File: config.mk
export PLATFORM = sky130hd
export DESIGN_NAME = psa_result
export DESIGN_NICKNAME = d
export VERILOG_FILES = /design/src/rtl/psa_pkg.sv /design/src/rtl/psa_result.sv
export SDC_FILE = /design/constraint.sdc
export NUM_CORES = 1
export LEC_CHECK = 0
export BUFFER_PORTS_ARGS = -buffer_cell sky130_fd_sc_hd__buf_2
export CAP_MARGIN = 20
export CORE_AREA = 2 2 129 68
export CTS_BUF_LIST = sky130_fd_sc_hd__clkbuf_4 sky130_fd_sc_hd__clkbuf_8
export CTS_CLUSTER_SIZE = 30
export DETAILED_ROUTE_END_ITERATION = 8
export DIE_AREA = 0 0 131 70
export PLACE_DENSITY_LB_ADDON = 0.12
export RECOVER_POWER = 25
export SETUP_SLACK_MARGIN = 0.02
export SYNTH_ARGS = -nofsm -noshare
export SYNTH_HDL_FRONTEND = slang
export SYNTH_SLANG_ARGS = --single-unit
File: constraint.sdc
create_clock -name clk -period 5.8 [get_ports clk]
set_clock_uncertainty 0.05 [all_clocks]
set_input_delay 1.16 -clock clk [delete_from_list [all_inputs] [get_ports clk]]
set_output_delay 1.16 -clock clk [all_outputs]
set_load 0.05 [all_outputs]
File: src/rtl/psa_pkg.sv
// Shared codes and item types for the paged slot allocator.
package psa_pkg;

  // Operation codes carried in the input item
  localparam logic [1:0] OP_ALLOC   = 2'd0;
  localparam logic [1:0] OP_FREE    = 2'd1;
  localparam logic [1:0] OP_RECYCLE = 2'd2;

  // Status codes carried in the result item
  localparam logic [1:0] ST_OK        = 2'd0;
  localparam logic [1:0] ST_NO_PAGE   = 2'd1;
  localparam logic [1:0] ST_RING_FULL = 2'd2;
  localparam logic [1:0] ST_BAD_FREE  = 2'd3;

  // Configuration register indexes
  localparam logic [1:0] CFG_SLOTS_PER_PAGE = 2'd0;
  localparam logic [1:0] CFG_DESC_STRIDE    = 2'd1;

  localparam int CFG_W = 9;
  localparam logic [CFG_W-1:0] SLOTS_PER_PAGE_RESET = 9'd256;
  localparam logic [CFG_W-1:0] DESC_STRIDE_RESET    = 9'd32;

  // Page count and ring depth per page; the item fields are sized for these
  localparam int MAX_PAGES  = 8;
  localparam int SLOTS_MAX  = 256;
  localparam int SLOT_W     = $clog2(SLOTS_MAX + 1);
  localparam int RING_DEPTH = MAX_PAGES * SLOTS_MAX;
  localparam int RING_AW    = $clog2(RING_DEPTH);

  typedef struct packed {
    logic [1:0] op;
    logic [2:0] free_page;
    logic [7:0] free_slot;
  } in_item_t;

  typedef struct packed {
    logic [1:0]  status;
    logic [2:0]  page_index;
    logic [7:0]  slot_index;
    logic [15:0] byte_offset;
    logic        opened_page;
  } out_item_t;

  // Decision handed from the page controller to the result stage
  typedef struct packed {
    logic [1:0] status;
    logic [2:0] page;
    logic       opened;
    logic       from_ring;
  } grant_t;

endpackage

File: src/rtl/psa_result.sv
// Result stage: picks the slot, forms the byte offset and holds the result item.
module psa_result (
  input  logic                       clk,
  input  logic                       rst,
  input  logic                       grant_valid,
  input  psa_pkg::grant_t            grant,
  input  logic [psa_pkg::SLOT_W-1:0] bump_slot,
  input  logic [7:0]                 rd_data,
  input  logic [psa_pkg::CFG_W-1:0]  descriptor_stride,
  output logic                       take,
  output logic                       out_valid,
  input  logic                       out_ready,
  output psa_pkg::out_item_t         out_data
);

  localparam int SW = psa_pkg::SLOT_W;
  localparam int MW = (SW > 8) ? SW : 8;
  localparam int PRW = MW + psa_pkg::CFG_W;

  logic               b_valid;
  psa_pkg::grant_t    b_grant;
  logic [SW-1:0]      b_bump;
  logic               out_free, b_free;
  logic [MW-1:0]      slot_full;
  logic [PRW-1:0]     product;
  psa_pkg::out_item_t result;

  assign out_free = !out_valid || out_ready;
  assign b_free   = !b_valid || out_free;
  assign take     = grant_valid && b_free;

  always_comb begin
    slot_full = b_grant.from_ring ? MW'(rd_data) : MW'(b_bump);
    product   = PRW'(slot_full) * PRW'(descriptor_stride);
    result.status      = b_grant.status;
    result.page_index  = b_grant.page;
    result.slot_index  = slot_full[7:0];
    result.byte_offset = product[15:0];
    result.opened_page = b_grant.opened;
  end

  always_ff @(posedge clk) begin
    if (rst) begin
      b_valid   <= 1'b0;
      out_valid <= 1'b0;
    end else begin
      if (b_free) begin
        b_valid <= grant_valid;
      end
      if (out_free) begin
        out_valid <= b_valid;
      end
    end
  end

  always_ff @(posedge clk) begin
    if (take) begin
      b_grant <= grant;
      b_bump  <= bump_slot;
    end
    if (out_free && b_valid) begin
      out_data <= result;
    end
  end

endmodule

==> Word-level counts from Yosys, hierarchy flattened <==
Index checks and enable logic that the tools add are counted.
{ "totals": {"reg_bits": 48, "input_bits": 37, "out_inout_bits": 32, "wordCells": 20} }
{ "op_classes": {"n_mul": 1, "muxes": 1, "n_reduce_logical": 6} }
{ "op_table": {"columns": ["cell", "count"], "rows": [
  ["$mul 9x9->16", 1],
  ["$mux 9", 1],
  ["$logic_and 1x1->1", 2],
  ["$logic_not 1->1", 2],
  ["$logic_or 1x1->1", 2]
]} }

==> Depth between registers and ports, before layout <==
{ "depth": {"depth_word": 4, "mapped_depth": 19, "ltp_nobuf": 18} }

==> Worst setup path before layout <==
OpenSTA, ideal clock, no wires.
{ "synth_path": {"path_kind": "input-to-reg", "start": "input rd_data[1]", "end": "register out_data[16] (netlist bit) (data pin)", "setup_time_ps": 260, "arrival_ps": 4878, "required_ps": 5490, "slack_ps": 612, "stages": 15, "path_buffers": 0, "cell_sequence": "mux2_2 and2_1 fa_1 fa_1 inv_1 fa_1 fa_1 inv_1 ha_1 a21o_1 a21oi_1 o21ai_1 a21o_1 a31oi_1 xnor2_1"} }
{ "synth_via": {"elab_chain_cells": 2} }
{ "synth_rtl": {"columns": ["item", "line_no", "text"], "rows": [
  ["from (decl)", "psa_result.sv:8", "input logic [7:0] rd_data,"],
  ["$mux 9", "psa_result.sv:33", "slot_full = b_grant.from_ring ? MW'(rd_data) : MW'(b_bump);"],
  ["$mul 9x9->16", "psa_result.sv:34", "product = PRW'(slot_full) * PRW'(descriptor_stride);"],
  ["net product[15]", "psa_result.sv:25", "logic [PRW-1:0] product;"],
  ["to (signal assigned)", "psa_result.sv:62", "out_data <= result;"],
  ["to (decl)", "psa_result.sv:13", "output psa_pkg::out_item_t out_data"]
]} }
The timed path passes the listed nets, and every way through them passes these cells.
A chain may end at the register's enable or synchronous reset.

==> Final worst setup path <==
{ "layout_path": {"start": "input rd_data[1]", "end": "register out_data[16] (netlist bit) (data pin)"} }
{ "layout_via": {"elab_chain_cells": 2} }
{ "layout_rtl": {"columns": ["item", "line_no", "text"], "rows": [
  ["$mux 9", "psa_result.sv:33", null],
  ["net slot_full[1]", "psa_result.sv:24", "logic [MW-1:0] slot_full;"],
  ["$mul 9x9->16", "psa_result.sv:34", null],
  ["net product[15]", "psa_result.sv:25", null]
]} }
The timed path passes the listed nets, and every way through them passes these cells.

==> results.md <==
Global routing:
- Summed over all layers, the global routing overflow is 0.
- The initial antenna violation count was 0.
- The first global-routing pass estimated 13,300 um of wire.
- The number of global-route vias before repair is 2,750.
- The maximum number of pins on one net before global-route repair is 27.
- The all-layer global routing usage is 0.190.

CTS:
- TritonCTS created 5 clock buffers.
- The clock edge transition at the registers on the reported setup and hold paths is 0.10 ns.
- The clock reaches the later pin of the worst-skew pair after 0.31 ns.
- The CTS tree is done.
- In this run the post-CTS setup repair buffer count came out at 0.
- Hold repair after CTS inserted 0 buffers.
- The number of resized instances in the post-cts repair step is 0.
- The buffer cell driving the clock tree root is sky130_fd_sc_hd__clkbuf_8.
- In this run the number of H-tree levels came out at 2.
- In this run the deepest clock path goes through 2 buffers.
- CTS saw 48 sinks.

Layout:
- The combined area of the multi-input logic cells is 2230 um^2.
- In the final layout, flip-flops and latches occupy 1420 um^2.
- Of the cells placed in the final design, the portion with a size suffix greater than 1 is 0.196.
- The number of fill cells is 738.
- The synthesis-to-finish area growth is 15.4%.
- The final standard cell count with taps included and fillers excluded is 541.
- The number of antenna cells inserted is 0.
- In the final design database the tool counted 540 nets.
- The finished cells cover 4580 um^2.

Yosys:
- After synthesis the cells add up to 3970 um^2.
- Among all cell types in the netlist, the one instantiated most often is sky130_fd_sc_hd__inv_1.
- The yosys synthesis warning count is 0.
- The cell taking the most area after synthesis is sky130_fd_sc_hd__edfxtp_1.
- Ranked by total cell area, the synthesized netlist is headed by sky130_fd_sc_hd__edfxtp_1, sky130_fd_sc_hd__fa_1, sky130_fd_sc_hd__ha_1.
- The number of synthesized flops with an enable pin is 46.
- The post-synth net total is 468.
- Of the synthesized area, sequential elements account for 0.358.
- The share of synthesized area in the top cell type comes to 0.348.
- The most used flip-flop cell after synthesis is sky130_fd_sc_hd__edfxtp_1.
- In the synthesized netlist the async set-or-reset flop fraction comes to 0.
- In the synthesized netlist, the cells that appear most often are sky130_fd_sc_hd__inv_1, sky130_fd_sc_hd__fa_1, sky130_fd_sc_hd__edfxtp_1.
- Synthesis instantiated 35 different standard cells from the library.
- In this run the mean area of a mapped cell was 11.3 um^2.
- The synthesized instance count is 351.
- Synthesis inferred 48 register bits.

Place:
- The total half-perimeter wirelength after legalization and detailed placement is 6010 um.
- The instance area at placement is 4440 um^2.
- The number of placed instances, taps included is 533.
- The congestion estimate from routability-driven global placement came to 0.838.
- The count of buffers inserted at the top-level ports is 68.

Floorplanning:
- The floorplan has 24 rows.
- For this configuration, the core starts out at a cell density of 0.480.
- The I/O pin count is 69.
- The total core area is 8260 um^2.
- The die width is 131 um.
- The floorplan step defined a die boundary enclosing 9170 um^2.
- The height of the chip is 70 um.

Timing:
- After routing, the total negative slack on setup checks comes to 0 ns.
- Setup repair after global routing left no endpoint under its margin.
- Final hold analysis gives a worst-case slack of 0.377 ns.
- The number of setup violations in the final report is 0.
- The number of pins with negative max-slew slack in the final report is 0.
- The highest achievable clock rate is 188 MHz.
- The transition time at the pin with the least slew margin is 0.421 ns.
- The total count of hold-check failures in the final report is 0.
- Of the available clock period, the critical path in the final layout requires 0.916.
- The relative slew slack is 0.712.
- Counting I/O delays and the setup requirement, the final critical path takes 5.32 ns.

Worst setup path:
- The required time of the critical path is 5.82 ns.
- The worst setup path is launched from an input port.
- For the worst setup path, the data arrival time is 5.34 ns.
- The maximum fanout along the worst path is 10.
- The setup path with the least slack is of type input port to flip-flop.
- The kind of end point of the critical path is a flip-flop.
- The flop-to-flop setup slack is 0.74 ns.

Hold path:
- The worst min-delay path class is flip-flop to flip-flop.

Routing:
- The number of iterations in the first detailed-routing pass is 4.
- Summed over all layers, the routed wires come to 7540 um.
- For this block, the via count after detailed routing is 2,566.
- The via-per-instance ratio is 4.74.
- The number of routed nets with antenna violations is 0.
- The initial DRC count is 103.
- Dividing the detail-routed wire length by the instance count gives 13.9 um.
- For this run, design rule violations remaining after detail routing come to 0.

Pwr:
- IR analysis of the VDD net gives a maximum drop of 0.000167 V.
- The completed layout was analyzed and its total power is 1.85 mW.
- Summed over all cells, the static leakage comes to 2.20 nW.
- Power spread over the standard cell area amounts to 404 nW/um^2.

Flow run:
- Max-cap violations in this run came to 0.

Run status:
- The run finished with clean final reports.
[stage by stage]
stage,util,worst slack [ns]
2_1_floorplan,-,0.612
3_3_place_gp,0.538,0.290
3_5_place_dp,0.538,0.237
4_1_cts,0.555,0.600
5_1_grt,0.554,0.264
6_report,0.554,0.484
[layout make-up]
cell class              instances  area share
repair buffers                 70      0.0776
multi-input cells             223       0.488
inverters                      75      0.0615
flip-flops and latches         48       0.311
clock inverters                 3      0.0150
well taps                     117      0.0320
clock buffers                   5      0.0150
[worst max-delay path, stage by stage]
cell and delay [ns]:
sky130_fd_sc_hd__buf_2 0.10, sky130_fd_sc_hd__mux2_1 0.43, sky130_fd_sc_hd__and2_1 0.23, sky130_fd_sc_hd__fa_1 0.45, sky130_fd_sc_hd__fa_1 0.54, sky130_fd_sc_hd__inv_1 0.05, sky130_fd_sc_hd__fa_1 0.46, sky130_fd_sc_hd__fa_1 0.54
sky130_fd_sc_hd__inv_1 0.04, sky130_fd_sc_hd__ha_1 0.33, sky130_fd_sc_hd__a21o_1 0.19, sky130_fd_sc_hd__a21oi_1 0.12, sky130_fd_sc_hd__o21ai_1 0.15, sky130_fd_sc_hd__a21o_1 0.25, sky130_fd_sc_hd__a31oi_1 0.21, sky130_fd_sc_hd__xnor2_1 0.08
[registers in the layout, summed over array words and instances (netlist names)]
register,flops
b_bump,9
b_grant,7
b_valid,1
out_data,30
out_valid,1
[report_power, final]
part	internal [mW]	total (mW)	leakage (nW)	switching, mW
Clock	0.174	0.301	0.0687	0.127
Combinational	0.410	1.05	1.67	0.641
Sequential	0.486	0.498	0.454	0.0117
[per-layer routing]
metal / part of all wire / track usage / vias to the layer above
met5: 0 / 0 / -
met4: 0.0090 / 0.0426 / 0
met3: 0.060 / 0.0506 / 7
met2: 0.41 / 0.269 / 56
met1: 0.52 / 0.291 / 1256
li1: - / - / 1247
[layout by cell type, fill, tap and decap left out, drive strengths merged]
master	n
a2111oi	1
a21boi	1
a21o	4
a21oi	7
a31oi	2
and2	38
and3	1
and4	1
buf	70
bufinv	2
clkbuf	5
dfxtp	2
edfxtp	46
fa	49
ha	31
inv	76
mux2	8
nand2	43
nand2b	2
nand3	2
nand4	1
nor2	5
nor2b	4
nor3	1
nor4	1
o21a	2
o21ai	3
o311ai	1
or4	1
xnor2	10
xor2	4
[kinds of logic (layout without fill, tap and decap cells)]
group | count (synthesis) | in the layout | share of synthesized area
xor+xnor | 14 | 14 | 0.0328
simple gates | 100 | 100 | 0.129
flops | 48 | 48 | 0.358
compound gates | 21 | 21 | 0.0334
mux | 8 | 8 | 0.0237
fa+ha+maj | 80 | 80 | 0.345
buf+inv | 80 | 153 | 0.0776
[path summary, 6_finish.rpt]
check | startpoint | endpoint | depth (start not counted)
setup / recovery | rd_data[1] | out_data[16] | 16
hold / removal | b_grant[2] | out_data[25] | 0
setup reg to reg | b_grant[0] | out_data[16] | 15
hold reg to reg | b_grant[2] | out_data[25] | 0
Power figures use the tool's default switching activity.
