`config.mk`:
```
export PLATFORM = sky130hd
export DESIGN_NAME = psa_page_ctrl
export DESIGN_NICKNAME = d
export VERILOG_FILES = /design/src/rtl/psa_pkg.sv /design/src/rtl/psa_page_ctrl.sv
export SDC_FILE = /design/constraint.sdc
export NUM_CORES = 1
export LEC_CHECK = 0
export ABC_CLOCK_PERIOD_IN_PS = 9920
export BUFFER_PORTS_ARGS = -buffer_cell sky130_fd_sc_hd__clkbuf_2
export CORE_MARGIN = 5
export CORE_UTILIZATION = 35
export CTS_CLUSTER_DIAMETER = 50
export DETAILED_ROUTE_END_ITERATION = 12
export PLACE_DENSITY = 0.47
export SLEW_MARGIN = 20
export SYNTH_ARGS = -nofsm -noshare
export SYNTH_HDL_FRONTEND = slang
export SYNTH_SLANG_ARGS = --single-unit
```
`constraint.sdc`:
```
create_clock -name clk -period 9.92 [get_ports clk]
set_input_delay 0.496 -clock clk [delete_from_list [all_inputs] [get_ports clk]]
set_output_delay 0.496 -clock clk [all_outputs]
set_load 0.01 [all_outputs]
```
`src/rtl/psa_pkg.sv`:
```
// Shared codes and item types for the paged slot allocator.
package psa_pkg;

  // Operation codes carried in the input item
  localparam logic [1:0] OP_ALLOC   = 2'd0;
  localparam logic [1:0] OP_FREE    = 2'd1;
  localparam logic [1:0] OP_RECYCLE = 2'd2;

  // Status codes carried in the result item
  localparam logic [1:0] ST_OK        = 2'd0;
  localparam logic [1:0] ST_NO_PAGE   = 2'd1;
  localparam logic [1:0] ST_RING_FULL = 2'd2;
  localparam logic [1:0] ST_BAD_FREE  = 2'd3;

  // Configuration register indexes
  localparam logic [1:0] CFG_SLOTS_PER_PAGE = 2'd0;
  localparam logic [1:0] CFG_DESC_STRIDE    = 2'd1;

  localparam int CFG_W = 9;
  localparam logic [CFG_W-1:0] SLOTS_PER_PAGE_RESET = 9'd256;
  localparam logic [CFG_W-1:0] DESC_STRIDE_RESET    = 9'd32;

  // Page count and ring depth per page; the item fields are sized for these
  localparam int MAX_PAGES  = 8;
  localparam int SLOTS_MAX  = 256;
  localparam int SLOT_W     = $clog2(SLOTS_MAX + 1);
  localparam int RING_DEPTH = MAX_PAGES * SLOTS_MAX;
  localparam int RING_AW    = $clog2(RING_DEPTH);

  typedef struct packed {
    logic [1:0] op;
    logic [2:0] free_page;
    logic [7:0] free_slot;
  } in_item_t;

  typedef struct packed {
    logic [1:0]  status;
    logic [2:0]  page_index;
    logic [7:0]  slot_index;
    logic [15:0] byte_offset;
    logic        opened_page;
  } out_item_t;

  // Decision handed from the page controller to the result stage
  typedef struct packed {
    logic [1:0] status;
    logic [2:0] page;
    logic       opened;
    logic       from_ring;
  } grant_t;

endpackage

```
`src/rtl/psa_page_ctrl.sv`:
```
// Page controller: page search, per-page ring pointers and bump offsets.
module psa_page_ctrl (
  input  logic                        clk,
  input  logic                        rst,
  input  logic                        commit,
  input  psa_pkg::in_item_t           item,
  input  logic [psa_pkg::CFG_W-1:0]   slots_per_page,
  output psa_pkg::grant_t             grant,
  output logic [psa_pkg::SLOT_W-1:0]  bump_slot,
  output logic                        wr_en,
  output logic [psa_pkg::RING_AW-1:0] wr_addr,
  output logic [7:0]                  wr_data,
  output logic                        rd_en,
  output logic [psa_pkg::RING_AW-1:0] rd_addr
);

  localparam int MAX_PAGES = psa_pkg::MAX_PAGES;
  localparam int SLOTS_MAX = psa_pkg::SLOTS_MAX;
  localparam int SW        = psa_pkg::SLOT_W;
  localparam int AW        = psa_pkg::RING_AW;
  localparam int PGW     = (MAX_PAGES > 1) ? $clog2(MAX_PAGES) : 1;
  localparam int POW     = $clog2(MAX_PAGES + 1);
  localparam int PTR_MOD = 2 * SLOTS_MAX;
  localparam int PW      = $clog2(PTR_MOD);
  localparam int RW      = (SLOTS_MAX > 1) ? $clog2(SLOTS_MAX) : 1;

  logic [POW-1:0] pages_open, pages_open_next;
  logic [SW-1:0]  bump_offset    [MAX_PAGES];
  logic [SW-1:0]  bump_offset_next [MAX_PAGES];
  logic [PW-1:0]  ring_head      [MAX_PAGES];
  logic [PW-1:0]  ring_head_next [MAX_PAGES];
  logic [PW-1:0]  ring_ready_end [MAX_PAGES];
  logic [PW-1:0]  ring_ready_end_next [MAX_PAGES];
  logic [PW-1:0]  ring_tail      [MAX_PAGES];
  logic [PW-1:0]  ring_tail_next [MAX_PAGES];

  logic [SW-1:0]        eff_slots;
  logic [MAX_PAGES-1:0] has_room;
  logic                 found;
  logic [PGW-1:0]       found_page;
  logic                 wr_req, rd_req;

  function automatic logic [PW-1:0] ptr_next(input logic [PW-1:0] p);
    if (int'(p) == PTR_MOD - 1) begin
      return '0;
    end
    return p + PW'(1);
  endfunction

  function automatic logic [AW-1:0] ring_addr(input logic [PGW-1:0] pg,
                                               input logic [PW-1:0] p);
    logic [PW-1:0] r;
    r = (int'(p) >= SLOTS_MAX) ? p - PW'(SLOTS_MAX) : p;
    return AW'(int'(pg) * SLOTS_MAX + int'(RW'(r)));
  endfunction

  // Clamp the page size to 1..SLOTS_MAX
  always_comb begin
    if (slots_per_page == '0) begin
      eff_slots = SW'(1);
    end else if (int'(slots_per_page) > SLOTS_MAX) begin
      eff_slots = SW'(SLOTS_MAX);
    end else begin
      eff_slots = SW'(slots_per_page);
    end
  end

  // First open page with room, lowest index wins
  always_comb begin
    found      = 1'b0;
    found_page = '0;
    for (int p = 0; p < MAX_PAGES; p++) begin
      has_room[p] = (p < int'(pages_open)) &&
                    ((ring_head[p] != ring_ready_end[p]) || (bump_offset[p] < eff_slots));
    end
    for (int p = MAX_PAGES - 1; p >= 0; p--) begin
      if (has_room[p]) begin
        found      = 1'b1;
        found_page = PGW'(p);
      end
    end
  end

  always_comb begin
    logic [PGW-1:0] alloc_page, pg;
    logic           alloc_ok;
    logic [PW-1:0]  cur_head, cur_ready_end, cur_tail;
    logic [SW-1:0]  cur_bump;
    logic [PW:0]    ring_count;
    logic           bad_free;

    pages_open_next = pages_open;
    for (int p = 0; p < MAX_PAGES; p++) begin
      bump_offset_next[p]    = bump_offset[p];
      ring_head_next[p]      = ring_head[p];
      ring_ready_end_next[p] = ring_ready_end[p];
      ring_tail_next[p]      = ring_tail[p];
    end
    grant     = '0;
    bump_slot = '0;
    wr_req    = 1'b0;
    rd_req    = 1'b0;
    wr_addr   = '0;
    rd_addr   = '0;
    wr_data   = item.free_slot;

    alloc_ok   = 1'b1;
    alloc_page = found_page;
    if (!found) begin
      alloc_page = PGW'(pages_open);
      alloc_ok   = int'(pages_open) < MAX_PAGES;
    end

    pg            = (item.op == psa_pkg::OP_FREE) ? PGW'(item.free_page) : alloc_page;
    cur_head      = ring_head[pg];
    cur_ready_end = ring_ready_end[pg];
    cur_tail      = ring_tail[pg];
    cur_bump      = bump_offset[pg];

    if (cur_tail >= cur_head) begin
      ring_count = {1'b0, cur_tail} - {1'b0, cur_head};
    end else begin
      ring_count = {1'b0, cur_tail} + (PW + 1)'(PTR_MOD) - {1'b0, cur_head};
    end
    bad_free = (int'(item.free_page) >= int'(pages_open)) ||
               (int'(item.free_page) >= MAX_PAGES) ||
               (int'(item.free_slot) >= int'(eff_slots));

    unique case (item.op)
      psa_pkg::OP_ALLOC: begin
        if (!alloc_ok) begin
          grant.status = psa_pkg::ST_NO_PAGE;
        end else begin
          grant.page = 3'(pg);
          if (!found) begin
            grant.opened    = 1'b1;
            pages_open_next = pages_open + POW'(1);
          end
          if (cur_head != cur_ready_end) begin
            grant.from_ring    = 1'b1;
            rd_req             = 1'b1;
            rd_addr            = ring_addr(pg, cur_head);
            ring_head_next[pg] = ptr_next(cur_head);
          end else begin
            bump_slot            = cur_bump;
            bump_offset_next[pg] = cur_bump + SW'(1);
          end
        end
      end
      psa_pkg::OP_FREE: begin
        if (bad_free) begin
          grant.status = psa_pkg::ST_BAD_FREE;
        end else if (int'(ring_count) >= SLOTS_MAX) begin
          grant.status = psa_pkg::ST_RING_FULL;
        end else begin
          wr_req             = 1'b1;
          wr_addr            = ring_addr(pg, cur_tail);
          ring_tail_next[pg] = ptr_next(cur_tail);
        end
      end
      psa_pkg::OP_RECYCLE: begin
        for (int p = 0; p < MAX_PAGES; p++) begin
          ring_ready_end_next[p] = ring_tail[p];
        end
      end
      default: begin
      end
    endcase
  end

  assign wr_en = commit && wr_req;
  assign rd_en = commit && rd_req;

  always_ff @(posedge clk) begin
    if (rst) begin
      pages_open <= '0;
      for (int p = 0; p < MAX_PAGES; p++) begin
        bump_offset[p]    <= '0;
        ring_head[p]      <= '0;
        ring_ready_end[p] <= '0;
        ring_tail[p]      <= '0;
      end
    end else if (commit) begin
      pages_open <= pages_open_next;
      for (int p = 0; p < MAX_PAGES; p++) begin
        bump_offset[p]    <= bump_offset_next[p];
        ring_head[p]      <= ring_head_next[p];
        ring_ready_end[p] <= ring_ready_end_next[p];
        ring_tail[p]      <= ring_tail_next[p];
      end
    end
  end

endmodule

```
Word-level counts from Yosys, hierarchy flattened --
Memories as Yosys holds them, arrays and structs flattened. Index checks and enable logic that the tools add are counted.
Storage, ports and cells: bits in registers 4, memory bits (writable) 288, bits of input ports 25, output and inout port bits 48, logic and storage cells 228, memories 4
Memories:
- bump_offset | depth 8, bits a word 9, rd ports 9, clocked after Yosys merged registers in 0, write ports 8, line psa_page_ctrl.sv:28 | logic [SW-1:0] bump_offset [MAX_PAGES];
- ring_head | depth 8, bits a word 9, rd ports 9, clocked after Yosys merged registers in 0, write ports 8, line psa_page_ctrl.sv:30 | logic [PW-1:0] ring_head [MAX_PAGES];
- ring_ready_end | depth 8, bits a word 9, rd ports 9, clocked after Yosys merged registers in 0, write ports 8, line psa_page_ctrl.sv:32 | logic [PW-1:0] ring_ready_end [MAX_PAGES];
- ring_tail | depth 8, bits a word 9, rd ports 9, clocked after Yosys merged registers in 0, write ports 8, line psa_page_ctrl.sv:34 | logic [PW-1:0] ring_tail [MAX_PAGES];
Operators by class: $add $sub $neg 11, order comparisons 26, equality and inequality tests 13, multiplexer cells 116, bitwise gates (word level) 34, reductions and logical operators 23
Operators with widths (number):
- $mux 72 | 10
- $mux 9 | 48
- $bwmux 72 | 3
- $ne 9x9->1 | 9
- $lt 9x9->1 | 8
- $mux 11 | 6
- $or 1x1->1 | 32
- $mux 1 | 30
- $mux 3 | 10
- $add 9x1->9 const B | 3
- $demux 9 s3 | 1
- $add 11x8->11 | 2
- $eq 9x1->1 const B | 2
- $ge 9x9->1 const B | 2
- $lt 3x4->1 const A | 4
- $mux 8 | 2
- $sub 8x1->8 const B | 2
- $logic_and 1x1->1 | 11
- $add 9x10->10 const B | 1
- $ge 10x9->1 const B | 1
- $mux 10 | 1
- $mux 5 | 2
- $sub 10x9->10 | 1
- $sub 9x9->10 | 1
- 20 further kinds | 31

Depth between registers and ports, before layout --
An unclocked memory read counts as a cell.
word-level depth 33, mapped depth 33, mapped depth without buffers 27

Worst setup path after synthesis --
Ideal clock, no wire load.
path type input port to flip-flop, from input port slots_per_page[8] (netlist bit), to memory ring_head[0][0] (netlist bit) (enable), library setup time 0.477 ns, arrival 7.149 ns, required time 9.443 ns, slack 2.294 ns, cell stages on the path 21, buffers on the path 6, cell sequence clkinv_1 > nand2_1 > ha_1 > o21ai_0 > a211oi_1 > and4_1 > a21o_1 > nand4_1 > a22oi_2 > buf_4 > buf_4 > buf_2 > clkbuf_1 > mux2i_1 > mux2i_1 > xnor2_1 > nor3_2 > and4_1 > buf_6 > buf_6 > o21bai_1
RTL lines:
- start, declared | line psa_page_ctrl.sv:7 | input logic [psa_pkg::CFG_W-1:0] slots_per_page,
- end, declared | line psa_page_ctrl.sv:30

Worst setup path in the final report --
from input port slots_per_page[8] (netlist bit), to output port wr_addr[5] (netlist bit)
Between the ends: word-level cells in the longest chain between the ends 24, elaborated cells between the ends (all ways) 63, classes of those cells 5 x add/sub; 13 x order compare; 25 x mux; 18 x reduce/logical; 2 x memory
Ends and longest elaborated chain:
- $gt 9x9->1 | line psa_page_ctrl.sv:61 | end else if (int'(slots_per_page) > SLOTS_MAX) begin
- $mux 9 | line psa_page_ctrl.sv:61
- $mux 9 * | line psa_page_ctrl.sv:59 | if (slots_per_page == '0) begin
- $lt 9x9->1 | line psa_page_ctrl.sv:74 | ((ring_head[p] != ring_ready_end[p]) || (bump_offset[p] < eff_slots));
- $logic_or 1x1->1 | line psa_page_ctrl.sv:74
- $logic_and 1x1->1 | line psa_page_ctrl.sv:73 | has_room[p] = (p < int'(pages_open)) &&
- $mux 3 / $mux 1 (equally long branches) (8 in a row) | line psa_page_ctrl.sv:77 | if (has_room[p]) begin
- $mux 3 | line psa_page_ctrl.sv:109 | if (!found) begin
- $mux 3 | line psa_page_ctrl.sv:114 | pg = (item.op == psa_pkg::OP_FREE) ? PGW'(item.free_page) : alloc_page;
- $mem_v2 8x9
- $add 9x10->10 | line psa_page_ctrl.sv:123 | ring_count = {1'b0, cur_tail} + (PW + 1)'(PTR_MOD) - {1'b0, cur_head};
- $sub 10x9->10 | line psa_page_ctrl.sv:123
- $mux 10 | line psa_page_ctrl.sv:120 | if (cur_tail >= cur_head) begin
- $ge 10x9->1 | line psa_page_ctrl.sv:153 | end else if (int'(ring_count) >= SLOTS_MAX) begin
- $mux 11 | line psa_page_ctrl.sv:153
- $mux 11 * | line psa_page_ctrl.sv:151 | if (bad_free) begin
- $mux 11 * | line psa_page_ctrl.sv:129 | unique case (item.op)
- end, declared | line psa_page_ctrl.sv:11 | output logic [psa_pkg::RING_AW-1:0] wr_addr,
Mark *: on every way between the ends. The rest lies on a longest branch, timed or not.

==> metrics <==
area of the core=approximately 57000 um^2; most common cell after layout, fill and taps aside=nand2_1; io pins=73; crit end category=output pin; clk root buf=clkbuf_16; DRC=0; global-route wire length before repair=roughly 120 mm; Seq pwr share=37.9%; Distinct cells, synth=92; unrepaired setup endpoints after global routing=false; Synth-to-Final Area Change=13.5%; Peak Freq=113 MHz; die area=62200 um^2; DR vias/cell=around 6.1; Max stage delay on crit path=690 ps; PwrDens=between 150 and 200 nW/um^2; ys async rst share=0%; CTS tree=yes; hpwl dp=62.5 mm; Net count, final=between 2000 and 2500; CTS buffer count=47; crit path time final=8880 ps; Gate Count Post-Synth=2099; Synth area leader=edfxtp_1; routability cong.=just under 1; Placed Cells=2825; worst-case hold slack=450 ps; Hold Buf Count CTS=0; overall power=4110 uW; Area after DPL=between 20000 and 25000 um^2; post-route antenna net violation count=0; count of pins over their slew limit=0; critical path startpoint category=primary input; syn_nets=2215; Comb pwr share=19.8%; number of global-route vias before repair=~17000; Total Wirelength=88.3 mm; DRT Pass-1 Iters=5; IO Port Bufs=72; Max Cap Viol=0; number of DRC markers in iteration 0=1914; crit path max fanout=37; Yosys reg bits=around 290; Avg Cell Area, Syn=9.55 um^2; EDFF count, synth=288; Max-slew headroom=26.1%; Setup TNS=0 ps; Pint=2770 uW; commonest cells after routing, fill and taps aside=nand2_1, edfxtp_1, nor2_1; Final Hold Fails=0; final std cells w/o fill=2912; power share of the clock group=a little over two fifths; grt ovf=0; routed vias=17700; Warnings, synthesis=0; initial core utilization=35.4%; Clk Latency, worst-skew pair=620 ps; Filler Cells Inserted=5636; Worst EP required=9420 ps; peak supply drop=between 100 and 150 uV; routed len/inst=30.3 um; Bufs on Longest Clock Path=3; sw power=1340 uW; Hold Crit Class=in2reg; H-tree depth=2; WS Path Type=in2out; Cell Area, Synth=20100 um^2; synth top area cells=edfxtp_1, nand2_1, ha_1, mux2i_1, a21oi_1; clk sinks=292; final period utilization=between 80% and 90%; Most used DFF post-synth=edfxtp_1; setup bufs post-CTS=0; clk_skew=38.5 ps; # setup viols final=0; Switching Share=32.6%; layout cells sized above 1=about an eighth; post-route cell area=22800 um^2; largest net degree at the start of global routing=between 90 and 100; CP Data Arrival Time=8380 ps; sequential share of the synthesized area=between 40% and 50%; Clock transition at path regs=60 ps; initial antenna violation count=1; footprint of the multi-input gates=10500 um^2; Total GRT Usage=27.1%; post-synth top area share=a little over two fifths; DIE HEIGHT=between 200 and 250 um; status=finished, final reports clean; total area of sequential cells=8730 um^2; Pleak=0.00882 uW; slowest CP cell=or4_1; Core Rows=87; Worst-Margin Slew=1100 ps; antenna diode instance count=0; Post-CTS Resized=0; die width=249 um
[cell type report]
type,instances,share of cell area (%)
Multi-Input combinational cell,1602,46.1
Sequential cell,292,38.3
Clock buffer,52,5.25
Tap cell,756,4.16
Timing Repair Buffer,130,3.56
Clock inverter,35,1.87
Inverter,45,0.742
[through the flow]
stage	utilization, %	setup slack, ps
after global routing	40.2	874
after CTS	40.2	1400
after floorplan	-	2290
final	40.2	1040
after global placement	37.3	1270
after detailed placement	37.3	1190
[power groups by stage]
stage               combinational, uW  clock [uW]  sequential [uW]
floorplan                         503           0             1530
global placement                  794           0             1580
detailed placement                797           0             1580
CTS                               801        1750             1560
global route                      862        1810             1560
finish                            814        1740             1560
[cell usage after synthesis, types with 37 or more instances]
cell type,count
a211oi_1,37
a21oi_1,135
and2_1,60
clkbuf_1,87
edfxtp_1,288
ha_1,91
inv_1,44
mux2i_1,89
nand2_1,314
nand3_1,108
nor2_1,152
nor3_1,60
o21ai_0,46
xnor2_1,38
xor2_1,60
[registers in the layout, indices dropped and copies added (netlist names)]
name and flops:
bump_offset 72, ring_head 72, ring_ready_end 72, ring_tail 72, pages_open 4
[final timing paths]
| check | from | endpoint | slack, ps | cells after the start |
|---|---|---|---|---|
| hold reg to reg | ring_tail[3][7] | ring_ready_end[3][7] | 580 | 1 |
| setup reg to reg | ring_head[0][8] | ring_tail[7][7] | 1510 | 25 |
| hold / removal | rst | bump_offset[2][4] | 450 | 4 |
| setup / recovery | slots_per_page[8] | wr_addr[5] | 1040 | 29 |
[logic make-up after synthesis]
family	Yosys count	share of synthesized area, %
and+or+nand+nor	866	20.7
AOI/OAI and AO/OA	445	15.5
DFF	292	43.5
buffers and inverters	205	4.92
muxes	101	5.29
xor gates and xnor gates	99	4.36
adders and majority gates	91	5.68
[layer usage]
metal / track usage [%] / share of wire, % / up-vias
met5: 0 / 0 / -
met4: 9.30 / 3.8 / 0
met3: 3.82 / 7.6 / 161
met2: 43.5 / 46 / 950
met1: 37.8 / 43 / 8802
li1: - / - / 7823
[worst max-delay path, delay by kind of cell]
kind	cells	cell delay, ps
and+or+nand+nor	12	3790
AOI/OAI and AO/OA	10	2420
buffers and inverters	4	960
adders and majority gates	2	500
xor gates and xnor gates	1	200
Note: power is estimated with default switching activity, not from simulation.
